===== src/design/pfsp_pkg.sv =====
// Package with the types, codes and helpers of the printf format specification parser.
package pfsp_pkg;

   localparam int unsigned CHAR_W  = 8;
   localparam int unsigned STAR_W  = 32;
   localparam int unsigned VALUE_W = 31;
   localparam int unsigned COUNT_W = 16;
   localparam int unsigned REQ_DATA_W = 40;
   localparam int unsigned RSP_DATA_W = 96;

   localparam logic [VALUE_W-1:0] VALUE_MAX = '1;
   localparam logic [COUNT_W-1:0] COUNT_MAX = '1;

   localparam logic [CHAR_W-1:0] CH_MINUS   = 8'h2D;
   localparam logic [CHAR_W-1:0] CH_ZERO    = 8'h30;
   localparam logic [CHAR_W-1:0] CH_NINE    = 8'h39;
   localparam logic [CHAR_W-1:0] CH_PLUS    = 8'h2B;
   localparam logic [CHAR_W-1:0] CH_SPACE   = 8'h20;
   localparam logic [CHAR_W-1:0] CH_HASH    = 8'h23;
   localparam logic [CHAR_W-1:0] CH_STAR    = 8'h2A;
   localparam logic [CHAR_W-1:0] CH_POINT   = 8'h2E;
   localparam logic [CHAR_W-1:0] CH_H       = 8'h68;
   localparam logic [CHAR_W-1:0] CH_L       = 8'h6C;
   localparam logic [CHAR_W-1:0] CH_C       = 8'h63;
   localparam logic [CHAR_W-1:0] CH_S       = 8'h73;
   localparam logic [CHAR_W-1:0] CH_P       = 8'h70;
   localparam logic [CHAR_W-1:0] CH_D       = 8'h64;
   localparam logic [CHAR_W-1:0] CH_I       = 8'h69;
   localparam logic [CHAR_W-1:0] CH_U       = 8'h75;
   localparam logic [CHAR_W-1:0] CH_X_LOW   = 8'h78;
   localparam logic [CHAR_W-1:0] CH_X_UP    = 8'h58;
   localparam logic [CHAR_W-1:0] CH_N       = 8'h6E;
   localparam logic [CHAR_W-1:0] CH_F       = 8'h66;
   localparam logic [CHAR_W-1:0] CH_PERCENT = 8'h25;

   localparam logic [1:0] SIGN_NONE  = 2'd0;
   localparam logic [1:0] SIGN_PLUS  = 2'd1;
   localparam logic [1:0] SIGN_SPACE = 2'd2;

   localparam logic [2:0] LEN_NONE = 3'd0;
   localparam logic [2:0] LEN_H    = 3'd1;
   localparam logic [2:0] LEN_HH   = 3'd2;
   localparam logic [2:0] LEN_L    = 3'd3;
   localparam logic [2:0] LEN_LL   = 3'd4;

   localparam logic [3:0] CONV_NONE    = 4'd0;
   localparam logic [3:0] CONV_C       = 4'd1;
   localparam logic [3:0] CONV_S       = 4'd2;
   localparam logic [3:0] CONV_P       = 4'd3;
   localparam logic [3:0] CONV_D       = 4'd4;
   localparam logic [3:0] CONV_I       = 4'd5;
   localparam logic [3:0] CONV_U       = 4'd6;
   localparam logic [3:0] CONV_X_LOW   = 4'd7;
   localparam logic [3:0] CONV_X_UP    = 4'd8;
   localparam logic [3:0] CONV_N       = 4'd9;
   localparam logic [3:0] CONV_F       = 4'd10;
   localparam logic [3:0] CONV_PERCENT = 4'd11;

   typedef enum logic [5:0] {
      PH_FLAGS  = 6'b000001,
      PH_WIDTH  = 6'b000010,
      PH_POINT  = 6'b000100,
      PH_PREC   = 6'b001000,
      PH_LENGTH = 6'b010000,
      PH_END    = 6'b100000
   } phase_type;

   typedef struct packed {
      phase_type          phase;
      logic               left_justify;
      logic               fill_zero;
      logic [1:0]         sign_mode;
      logic               alt_form;
      logic [VALUE_W-1:0] width;
      logic               point;
      logic [VALUE_W-1:0] precision;
      logic [2:0]         length;
      logic [3:0]         conversion;
      logic [COUNT_W-1:0] count;
   } state_type;

   localparam state_type STATE_RESET = '{
      phase:        PH_FLAGS,
      left_justify: 1'b0,
      fill_zero:    1'b0,
      sign_mode:    SIGN_NONE,
      alt_form:     1'b0,
      width:        '0,
      point:        1'b0,
      precision:    '0,
      length:       LEN_NONE,
      conversion:   CONV_NONE,
      count:        '0
   };

   // Multiplies by ten with two shifts and adds the digit, saturating at the largest value.
   function automatic logic [VALUE_W-1:0] add_digit(input logic [VALUE_W-1:0] acc,
                                                   input logic [3:0] digit);
      logic [VALUE_W+3:0] sum;
      sum = ({4'b0, acc} << 3) + ({4'b0, acc} << 1) + (VALUE_W+4)'(digit);
      if (sum > (VALUE_W+4)'(VALUE_MAX)) begin
         return VALUE_MAX;
      end
      return sum[VALUE_W-1:0];
   endfunction

   function automatic logic [3:0] conv_code(input logic [CHAR_W-1:0] ch);
      case (ch)
         CH_C:       return CONV_C;
         CH_S:       return CONV_S;
         CH_P:       return CONV_P;
         CH_D:       return CONV_D;
         CH_I:       return CONV_I;
         CH_U:       return CONV_U;
         CH_X_LOW:   return CONV_X_LOW;
         CH_X_UP:    return CONV_X_UP;
         CH_N:       return CONV_N;
         CH_F:       return CONV_F;
         CH_PERCENT: return CONV_PERCENT;
         default:    return CONV_NONE;
      endcase
   endfunction

endpackage


===== src/design/pfsp_step.sv =====
// Next-state logic that applies one specification character to the parse state.
module pfsp_step (
   input  pfsp_pkg::state_type                 state_in,
   input  logic [pfsp_pkg::CHAR_W-1:0]         character,
   input  logic [pfsp_pkg::STAR_W-1:0]         star_value,
   input  logic                                first_of_spec,
   output pfsp_pkg::state_type                 state_out,
   output logic                                consumed
);
   import pfsp_pkg::*;

   state_type          cur;
   state_type          nxt;
   logic               took;
   logic               neg;
   logic [STAR_W-1:0]  magnitude;
   logic [VALUE_W-1:0] neg_width;
   logic               is_digit;
   logic               is_flag;
   logic [3:0]         conv;
   logic [VALUE_W-1:0] width_acc;
   logic [VALUE_W-1:0] prec_acc;
   logic               up_to_width;
   logic               up_to_point;
   logic               in_precision;

   always_comb begin
      cur          = first_of_spec ? STATE_RESET : state_in;
      neg          = star_value[STAR_W-1];
      magnitude    = ~star_value + STAR_W'(1);
      neg_width    = magnitude[STAR_W-1] ? VALUE_MAX : magnitude[VALUE_W-1:0];
      is_digit     = (character >= CH_ZERO) && (character <= CH_NINE);
      is_flag      = (character == CH_MINUS) || (character == CH_ZERO) ||
                     (character == CH_PLUS) || (character == CH_SPACE) ||
                     (character == CH_HASH);
      conv         = conv_code(character);
      width_acc    = add_digit(cur.width, character[3:0]);
      prec_acc     = add_digit(cur.precision, character[3:0]);
      up_to_width  = (cur.phase == PH_FLAGS) || (cur.phase == PH_WIDTH);
      up_to_point  = up_to_width || (cur.phase == PH_POINT);
      in_precision = (cur.phase == PH_POINT) || (cur.phase == PH_PREC);
      nxt          = cur;
      took         = 1'b0;

      if (cur.phase == PH_END) begin
         nxt.phase = PH_END;
      end else if ((cur.phase == PH_FLAGS) && is_flag) begin
         took = 1'b1;
         if (character == CH_MINUS) begin
            nxt.left_justify = 1'b1;
            nxt.fill_zero    = 1'b0;
         end
         if ((character == CH_ZERO) && !cur.left_justify) begin
            nxt.fill_zero = 1'b1;
         end
         if (character == CH_PLUS) begin
            nxt.sign_mode = SIGN_PLUS;
         end
         if ((character == CH_SPACE) && (cur.sign_mode == SIGN_NONE)) begin
            nxt.sign_mode = SIGN_SPACE;
         end
         if (character == CH_HASH) begin
            nxt.alt_form = 1'b1;
         end
      end else if ((cur.phase == PH_FLAGS) && (character == CH_STAR)) begin
         took = 1'b1;
         nxt.phase = PH_WIDTH;
         if (neg) begin
            nxt.width        = neg_width;
            nxt.left_justify = 1'b1;
            nxt.fill_zero    = 1'b0;
         end else begin
            nxt.width = star_value[VALUE_W-1:0];
         end
      end else if (up_to_width && is_digit) begin
         took = 1'b1;
         nxt.width = width_acc;
         nxt.phase = PH_WIDTH;
      end else if (up_to_width && (character == CH_POINT)) begin
         took = 1'b1;
         nxt.point = 1'b1;
         nxt.phase = PH_POINT;
      end else if (up_to_point && (character == CH_STAR)) begin
         took = 1'b1;
         nxt.phase = PH_PREC;
         if (neg) begin
            nxt.point     = 1'b0;
            nxt.precision = '0;
         end else begin
            nxt.precision = star_value[VALUE_W-1:0];
         end
      end else if (in_precision && is_digit) begin
         took = 1'b1;
         nxt.precision = prec_acc;
         nxt.phase     = PH_PREC;
      end else if ((character == CH_H) || (character == CH_L)) begin
         took = 1'b1;
         nxt.phase = PH_LENGTH;
         if (character == CH_L) begin
            if (cur.length == LEN_L) begin
               nxt.length = LEN_LL;
            end else if (cur.length == LEN_NONE) begin
               nxt.length = LEN_L;
            end
         end else begin
            if (cur.length == LEN_H) begin
               nxt.length = LEN_HH;
            end else if (cur.length == LEN_NONE) begin
               nxt.length = LEN_H;
            end
         end
      end else if (conv != CONV_NONE) begin
         took = 1'b1;
         nxt.conversion = conv;
         nxt.phase      = PH_END;
      end else begin
         nxt.phase = PH_END;
      end

      if (took && (cur.count != COUNT_MAX)) begin
         nxt.count = cur.count + COUNT_W'(1);
      end
   end

   assign state_out = nxt;
   assign consumed  = took;

endmodule


===== src/design/printf_format_spec_parser_core.sv =====
// Top level of the printf format specification parser with its stream ports.
//
//   Channel   Direction   Contents of one item
//   req_*     in          one character of the specification and its star argument
//   rsp_*     out         the parse state after that character
//
// Every item passes an input register and then a result register, where its result is
// offered; one item is taken in every cycle while no result is stalled.
// A digit updates the state by one multiply-by-ten accumulate with saturation.
// The synchronous reset clears the parse state and empties both registers.
// A stalled result holds the input register; a new item is still taken while a
// result waits if the input register is empty.
module printf_format_spec_parser_core (
   input  logic                                clock,
   input  logic                                reset,
   input  logic                                req_tvalid,
   output logic                                req_tready,
   // character [7:0], star_value [39:8]
   input  logic [pfsp_pkg::REQ_DATA_W-1:0]     req_tdata,
   // first_of_spec [0]
   input  logic                                req_tuser,
   output logic                                rsp_tvalid,
   input  logic                                rsp_tready,
   // consumed [0], done_res [1], left_justify [2], fill_zero [3], sign_mode [5:4],
   // alt_form [6], field_width [37:7], has_point [38], precision_value [69:39],
   // length_mod [72:70], conversion [76:73], char_count [92:77], zero fill [95:93]
   output logic [pfsp_pkg::RSP_DATA_W-1:0]     rsp_tdata
);
   import pfsp_pkg::*;

   logic                  in_valid_ff;
   logic [CHAR_W-1:0]     char_ff;
   logic [STAR_W-1:0]     star_ff;
   logic                  first_ff;
   state_type             state_ff;
   state_type             state_in;
   logic                  consumed;
   logic                  rsp_valid_ff;
   logic [RSP_DATA_W-1:0] rsp_data_ff;
   logic [RSP_DATA_W-1:0] rsp_data_in;
   logic                  advance;
   logic                  req_take;

   assign advance    = in_valid_ff && (!rsp_valid_ff || rsp_tready);
   assign req_tready = !in_valid_ff || advance;
   assign req_take   = req_tvalid && req_tready;

   pfsp_step u_step (
      .state_in      (state_ff),
      .character     (char_ff),
      .star_value    (star_ff),
      .first_of_spec (first_ff),
      .state_out     (state_in),
      .consumed      (consumed)
   );

   assign rsp_data_in = {
      3'b000,
      state_in.count,
      state_in.conversion,
      state_in.length,
      state_in.precision,
      state_in.point,
      state_in.width,
      state_in.alt_form,
      state_in.sign_mode,
      state_in.fill_zero,
      state_in.left_justify,
      (state_in.phase == PH_END),
      consumed
   };

   always_ff @(posedge clock) begin
      if (reset) begin
         in_valid_ff  <= 1'b0;
         rsp_valid_ff <= 1'b0;
         state_ff     <= STATE_RESET;
      end else begin
         if (req_take) begin
            in_valid_ff <= 1'b1;
         end else if (advance) begin
            in_valid_ff <= 1'b0;
         end
         if (advance) begin
            rsp_valid_ff <= 1'b1;
            state_ff     <= state_in;
         end else if (rsp_tready) begin
            rsp_valid_ff <= 1'b0;
         end
      end
   end

   always_ff @(posedge clock) begin
      if (req_take) begin
         char_ff  <= req_tdata[CHAR_W-1:0];
         star_ff  <= req_tdata[CHAR_W+STAR_W-1:CHAR_W];
         first_ff <= req_tuser;
      end
      if (advance) begin
         rsp_data_ff <= rsp_data_in;
      end
   end

   assign rsp_tvalid = rsp_valid_ff;
   assign rsp_tdata  = rsp_data_ff;

`ifndef NO_ASSERTIONS
   a_reset_empties: assert property (@(posedge clock) reset |=> !rsp_tvalid && !in_valid_ff)
      else $error("Result register not empty after reset.");

   a_conv_only_at_end: assert property (@(posedge clock) disable iff (reset)
      (state_ff.phase != PH_END) |-> (state_ff.conversion == CONV_NONE))
      else $error("Conversion recorded before the specification ended.");

   a_count_step: assert property (@(posedge clock) disable iff (reset)
      advance && !first_ff |=>
      (state_ff.count == $past(state_ff.count)) ||
      (state_ff.count == $past(state_ff.count) + COUNT_W'(1)))
      else $error("Character count moved by more than one.");

   a_consumed_end: assert property (@(posedge clock) disable iff (reset)
      advance && consumed && (state_in.phase == PH_END) |->
      (state_in.conversion != CONV_NONE))
      else $error("Specification ended on a consumed character without a conversion.");

   a_hold_when_stalled: assert property (@(posedge clock) disable iff (reset)
      rsp_valid_ff && !rsp_tready |=> $stable(state_ff))
      else $error("Parse state changed while a result was stalled.");
`endif

endmodule

===== config.mk =====
export PLATFORM = sky130hd
export DESIGN_NAME = printf_format_spec_parser_core
export DESIGN_NICKNAME = d
export VERILOG_FILES = /design/src/design/pfsp_pkg.sv /design/src/design/pfsp_step.sv /design/src/design/printf_format_spec_parser_core.sv
export SDC_FILE = /design/constraint.sdc
export NUM_CORES = 1
export LEC_CHECK = 0
export ABC_AREA = 0
export BUFFER_PORTS_ARGS = -buffer_cell sky130_fd_sc_hd__buf_2
export CORE_UTILIZATION = 29
export CTS_BUF_LIST = sky130_fd_sc_hd__clkbuf_2 sky130_fd_sc_hd__clkbuf_4 sky130_fd_sc_hd__clkbuf_8
export DETAILED_ROUTE_END_ITERATION = 10
export PLACE_DENSITY = 0.5
export SYNTH_ARGS = -nofsm -noshare
export SYNTH_HDL_FRONTEND = slang
export SYNTH_SLANG_ARGS = --single-unit

===== constraint.sdc =====
create_clock -name clock -period 4.17 [get_ports clock]
set_input_delay 0.2085 -clock clock [delete_from_list [all_inputs] [get_ports clock]]
set_output_delay 0.2085 -clock clock [all_outputs]
set_load 0.02 [all_outputs]

==> results of run 1 <==
## worst reg2reg max path: cells and delay by family, from the launching register on
kind | cells | cell delay, ns
AND/OR/NAND/NOR | 4 | 1.12
flip-flops | 1 | 0.45
adder cells (fa/ha/maj) | 2 | 0.50
AO/OA/AOI/OAI | 6 | 1.29
buffers and inverters | 4 | 0.58
XOR/XNOR | 1 | 0.12
## what timing repair did
action | CTS | global route
cloned | 4 | 5
endpoints found under the hold margin | 43 | 0
buffers inserted | 16 | 28
setup endpoints to repair | 115 | 124
gates resized for setup | 149 | 177
pin swaps | 55 | 108
hold buffers | 44 | 0
## registers in the layout, indices dropped and copies added, names as in the netlist
name / count
in_valid_ff: 1
state_ff: 97
char_ff: 8
first_ff: 1
rsp_tdata: 93
rsp_tvalid: 1
star_ff: 32
## cells in the final DEF, fill, tap and decap left out, types with 34 or more instances in the layout
cell type,instances
a21o_1,34
a21oi_1,122
buf_2,139
buf_4,270
clkbuf_8,45
dfxtp_1,99
dlygate4sd3_1,44
edfxtp_1,134
ha_1,101
inv_1,34
nand2_1,158
nand3_1,48
nor2_1,127
nor2b_1,43
o21ai_0,90
o31ai_1,39
xnor2_1,70
## layout make-up
class                           instances  area [um2]  share of cell area
Clock buffer                           58         717              0.0312
Clock inverter                         25         168             0.00730
Inverter                               40         154             0.00670
Multi-Input combinational cell       1407       11100               0.481
Sequential cell                       233        6010               0.262
Tap cell                              696         871              0.0379
Timing Repair Buffer                  504        4000               0.174
## routing by layer
layer	vias to the layer above	track usage	part of all wire
li1	7587	-	-
met1	7726	0.268	0.45
met2	421	0.347	0.48
met3	101	0.0323	0.049
met4	0	0.0569	0.027
met5	-	0	0
## power groups by stage
stage	clock (uW)	sequential [uW]	combinational (uW)
2_1_floorplan	0	2660	247
3_3_place_gp	0	2640	529
3_5_place_dp	0	2640	532
4_1_cts	2410	2590	589
5_1_grt	2500	2600	654
6_report	2320	2590	614
## kinds of logic after synthesis
logic type               count (synthesis)
AND/OR/NAND/NOR                        607
AO/OA/AOI/OAI                          564
flip-flops                             233
buffers and inverters                  150
adder cells (fa/ha/maj)                127
XOR/XNOR                               101
multiplexers                             5
other                                    1
## final timing paths
check	from	to	slack, ns	depth (start not counted)
worst max register to register	first_ff$_DFFE_PP_	rsp_tdata[49]$_DFFE_PP_	-0.18	17
worst min register to register	state_ff[37]$_SDFFE_PP0P_	state_ff[37]$_SDFFE_PP0P_	0.45	2
worst max-delay path	first_ff$_DFFE_PP_	rsp_tdata[49]$_DFFE_PP_	-0.18	17
worst min-delay path	reset	state_ff[18]$_SDFFE_PP0P_	0.14	3
## metrics by stage
stage	total power (uW)	hold slack (ns)
floorplan	2910	0.307
global placement	3170	0.385
detailed placement	3170	0.387
CTS	5590	0.0900
global route	5760	0.118
finish	5530	0.145
==> impl_metrics.yaml, run 1 <==
die:
  initial_utilization: 0.296
  io_pins: 143
  die_w_um: 237
  core_um2: 54200
  die-area_um2: 56300
  fp-row-count: 85
  fp.dieH_um: 237
grt:
  grt_pass1_vias: 15600
  grt_max_degree: 123
  grt_pass1_wl_um: 90200
  grt_usage: 0.205
  antenna_found_initial: 0
  grt-ovfl-total: 0
logic_synthesis:
  synth_compound_area_frac: 0.239
  muxShareOfSynthArea: 0.00328
  yosys.area_share.xor_xnor: 0.0551
  yosysSeqAreaShare: 0.374
  synth_top_area_share: 0.251
  synthTopCellsByArea: "edfxtp_1 25%, dfxtp_1 12%, ha_1 9.7%, a21oi_1 4.4%, xnor2_1 3.9%"
  synth_edf_count: 134
  synth-async-reset-ratio: 0
  ys.flop_type: "edfxtp_1"
  syn_area_um2: 16000
  synth_top_area_cell: "edfxtp_1"
  yosysMostFrequentCell: "nand2_1"
  synth_seq_cells: 233
  synth_common_cells: "163 x nand2_1, 152 x nor2_1, 140 x a21oi_1, 134 x edfxtp_1, 124 x ha_1"
  synthSimpleGateAreaFrac: 0.187
  yosys.area_share.adder: 0.100
  yosysUniqueCellTypes: 91
  netlist_instances: 1788
  synth_top_family_by_area: "compound AO/OA/AOI/OAI gates"
  synth.avg_cell_area_um2: 8.97
  ys_warn_count: 0
setup_path:
  worstPathArrival_ns: 4.71
  startpoint_type: "flop"
  critPathMaxStageDelay_ns: 0.57
  critPathKind: "flop to flop"
  worst-path-buf-inv: 4
  worstSetupEndpointType: "flop"
  worst_path_max_delay_cell: "or4b_4"
  crit_fanout: 6
  crit_chain: "buf_6 > buf_12 > nor2b_4 > ha_4 > ha_4 > o211ai_1 > o211a_1 > o31a_1 > or4b_4 > a2111oi_4 > buf_4 > buf_6 > nor2_2 > xor2_1 > and4_4 > a21o_1 > a31oi_2"
  cp_top_family: "compound AO/OA/AOI/OAI gates"
  worstPathRequired_ns: 4.53
sta:
  rsz0062_at_grt: "true"
  fin_tns_setup_ns: -5.09
  worst_slew_pin_slew_ns: 1.10
  hold_viol_final: 0
  period_minus_slack_ns: 4.35
  fin_skew_ns: 0.0281
  timing.final.ws_setup_ns: -0.179
  finalSetupViolations: 59
  maxSlewHeadroom: 0.265
  finalMaxSlewViolations: 0
  fin_crit_sh: 1.04
  fmax_mhz: 230
min_path:
  hold_class: "input port to flop"
power:
  p_sw_uw: 1590
  clkPwrFrac: 0.420
  internal-power_uw: 3940
  pwr-share-comb: 0.111
  powerDensity_nw_per_um2: 241
  ir_drop_mv: 0.173
  p_seq_frac: 0.469
  switching_share: 0.287
  p_leak_uw: 0.00950
placed_design:
  io_buffer_count: 139
  pre_cts_ws_ns: -0.498
  dp_cells: 2791
  gp_congestion: 0.879
  placed_area_um2: 19400
  dp_hpwl_um: 42100
clock_tree:
  h-tree-depth: 2
  cts_sinks: 233
  clockBufferDepth: 3
  cts_buffers: 45
  cts_tree: "built"
  clockRootBuffer: "clkbuf_8"
  clk_pin_slew_ns: 0.06
  clock_latency_ns: 0.63
run_status:
  violations: "negative setup slack"
  status: "finished, violations left"
job:
  max_cap_violations: 0
layout:
  final_layout_size_suffix_gt1_frac: 0.354
  antenna_cells: 0
  final_core_util: 0.423
  fillers: 5307
  stdcell_count: 2963
  post-route-cell-area_um2: 23000
  area_growth_pct: 43.1
  final_nets: 2403
drt:
  drt-pass1-iter-count: 6
  drt-initial-drc-count: 1208
  detail_route.vias_per_cell: 5.34
  wire_per_inst_um: 20.2
  drcViolationCount: 0
  postRouteAntennaNets: 0
  vias: 15800
  drt_wl_total_um: 59700
(Power assumes the default switching activity.)
==> run 2, diff against run 1 <==
--- a/config.mk
+++ b/config.mk
@@ -6,11 +6,11 @@
 export NUM_CORES = 1
 export LEC_CHECK = 0
 export ABC_AREA = 0
-export BUFFER_PORTS_ARGS = -buffer_cell sky130_fd_sc_hd__buf_2
+export BUFFER_PORTS_ARGS = -buffer_cell sky130_fd_sc_hd__clkbuf_2
 export CORE_UTILIZATION = 29
 export CTS_BUF_LIST = sky130_fd_sc_hd__clkbuf_2 sky130_fd_sc_hd__clkbuf_4 sky130_fd_sc_hd__clkbuf_8
 export DETAILED_ROUTE_END_ITERATION = 10
-export PLACE_DENSITY = 0.5
+export PLACE_DENSITY = 0.49
 export SYNTH_ARGS = -nofsm -noshare
 export SYNTH_HDL_FRONTEND = slang
 export SYNTH_SLANG_ARGS = --single-unit
==> constraint.sdc (replaced) <==
create_clock -name clock -period 4.3 [get_ports clock]
set_input_delay 0.215 -clock clock [delete_from_list [all_inputs] [get_ports clock]]
set_output_delay 0.215 -clock clock [all_outputs]
set_load 0.02 [all_outputs]
==> impl_metrics.yaml, run 2 (synthesis results as in run 1) <==
run_status:
  status: "finished, violations left"
  violations: "negative setup slack"
setup_path:
  worstRegToRegCells: 19
  r2r_slack_ns: -0.09
  crit_fanout: 9
  worstSetupEndpointType: "flop"
  worstPathArrival_ns: 4.77
  rr_endpoint: "rsp_tdata[56]$_DFFE_PP_"
  worstPathRequired_ns: 4.68
  startpoint_type: "flop"
  critPathKind: "flop to flop"
  r2r-start: "first_ff$_DFFE_PP_"
placed_design:
  dp_cells: 2738
  gp_congestion: 0.879
  dp_hpwl_um: 42000
  placed_area_um2: 18900
  io_buffer_count: 139
  pre_cts_ws_ns: -0.251
clock_tree:
  cts_buffers: 46
  clockRootBuffer: "clkbuf_8"
  cts_sinks: 233
  h-tree-depth: 2
  clock_latency_ns: 0.63
  clk_pin_slew_ns: 0.07
  clockBufferDepth: 3
  cts_tree: "built"
drt:
  detail_route.vias_per_cell: 5.35
  postRouteAntennaNets: 0
  wire_per_inst_um: 20.2
  vias: 15400
  drcViolationCount: 0
  drt_wl_total_um: 58400
  drt-initial-drc-count: 1103
  drt-pass1-iter-count: 7
power:
  powerDensity_nw_per_um2: 256
  pwr-share-comb: 0.101
  p_sw_uw: 1500
  clkPwrFrac: 0.442
  p_seq_frac: 0.457
  switching_share: 0.272
  internal-power_uw: 4010
  p_leak_uw: 0.00899
  ir_drop_mv: 0.180
layout:
  final_nets: 2323
  register_area_um2: 6010
  layout_commonest_cell: "buf_4"
  multi_input_area_um2: 10400
  layout.cells.most_common_list: "217 x buf_4, 158 x nand2_1, 139 x clkbuf_2"
  top_register: "state_ff"
  fillers: 5411
  final_layout_size_suffix_gt1_frac: 0.303
  stdcell_count: 2887
  post-route-cell-area_um2: 21500
  area_growth_pct: 34.2
  largest_reg_flops: 97
die:
  io_pins: 143
  fp-row-count: 85
  initial_utilization: 0.296
  fp.dieH_um: 237
  core_um2: 54200
  die-area_um2: 56300
  die_w_um: 237
sta:
  finalSetupViolations: 25
  rsz0062_at_grt: "true"
  hold_viol_final: 0
  timing.final.ws_setup_ns: -0.0901
  fmax_mhz: 228
  finalMaxSlewViolations: 0
  fin_skew_ns: 0.0250
  worst_slew_pin_slew_ns: 1.15
  maxSlewHeadroom: 0.233
  worst_hold_slack_ns: 0.113
  period_minus_slack_ns: 4.39
  fin_crit_sh: 1.02
job:
  max_cap_violations: 0
min_path:
  hold_class: "input port to flop"
  min_from: "reset"
  hold_path_end: "state_ff[18]$_SDFFE_PP0P_"
  hold_depth: 3
grt:
  grt_usage: 0.202
  grt-ovfl-total: 0
  grt_pass1_vias: 15300
  grt_pass1_wl_um: 88700
  antenna_found_initial: 1
  grt_max_degree: 88
## run 2: worst max-delay path: stages (launching register included)
cell	delay (ns)
edfxtp_1	0.50
inv_4	0.13
nand2_4	0.06
xnor2_2	0.13
ha_2	0.17
o21bai_4	0.17
ha_4	0.28
o211ai_1	0.11
o211a_1	0.26
o31a_1	0.37
or4b_4	0.56
a2111oi_4	0.38
o21ai_1	0.11
o41ai_2	0.06
nand3_1	0.16
buf_6	0.17
buf_12	0.15
nor2_1	0.14
o31ai_1	0.08
buf_4	0.14
## run 2: layout make-up
class	instances	area share
clock buffer	65	0.0372
multi-input combinational	1407	0.482
tap	696	0.0404
clock inverter	21	0.00813
antenna	2	0.000232
timing repair buffer	423	0.146
inverter	40	0.00720
sequential	233	0.279
## run 2: per-stage QoR
step,util,setup TNS [ns],total power [uW]
after floorplan,-,-0.0215,2820
after global placement,0.349,-2.34,3060
after detailed placement,0.349,-3.75,3070
after CTS,0.381,-0.0469,5590
after global routing,0.397,-8.43,5770
final,0.397,-1.23,5510
## run 2: how the worst max path moves through the flow
stage                                  start  depth (start not counted)                      end  slack (ns)
after floorplan           first_ff$_DFFE_PP_                         17  rsp_tdata[69]$_DFFE_PP_       -0.02
after global placement    first_ff$_DFFE_PP_                         16  rsp_tdata[21]$_DFFE_PP_       -0.22
after detailed placement  first_ff$_DFFE_PP_                         15  rsp_tdata[21]$_DFFE_PP_       -0.25
after CTS                 first_ff$_DFFE_PP_                         18  rsp_tdata[59]$_DFFE_PP_       -0.02
after global routing      first_ff$_DFFE_PP_                         18  rsp_tdata[65]$_DFFE_PP_       -0.24
final                     first_ff$_DFFE_PP_                         19  rsp_tdata[56]$_DFFE_PP_       -0.09
## run 2: layer usage
| layer | up-vias | global-route usage | routed length [um] |
|---|---|---|---|
| li1 | 7435 | - | - |
| met1 | 7507 | 0.257 | 25700 |
| met2 | 417 | 0.346 | 28200 |
| met3 | 84 | 0.0339 | 2870 |
| met4 | 0 | 0.0678 | 1600 |
| met5 | - | 0 | 0 |
## run 2: power by group through the flow
stage               clock network, uW  registers (uW)  logic (uW)
CTS                              2530            2520         541
global placement                    0            2570         497
floorplan                           0            2590         236
finish                           2440            2520         557
detailed placement                  0            2560         501
global route                     2650            2520         596
## run 2: what timing repair did
item,CTS,global route
endpoints found under the hold margin,43,0
resized for setup,49,161
setup endpoints to repair,60,118
gates cloned,1,1
pin swaps,5,76
hold buffers,44,0
buffers inserted,4,17
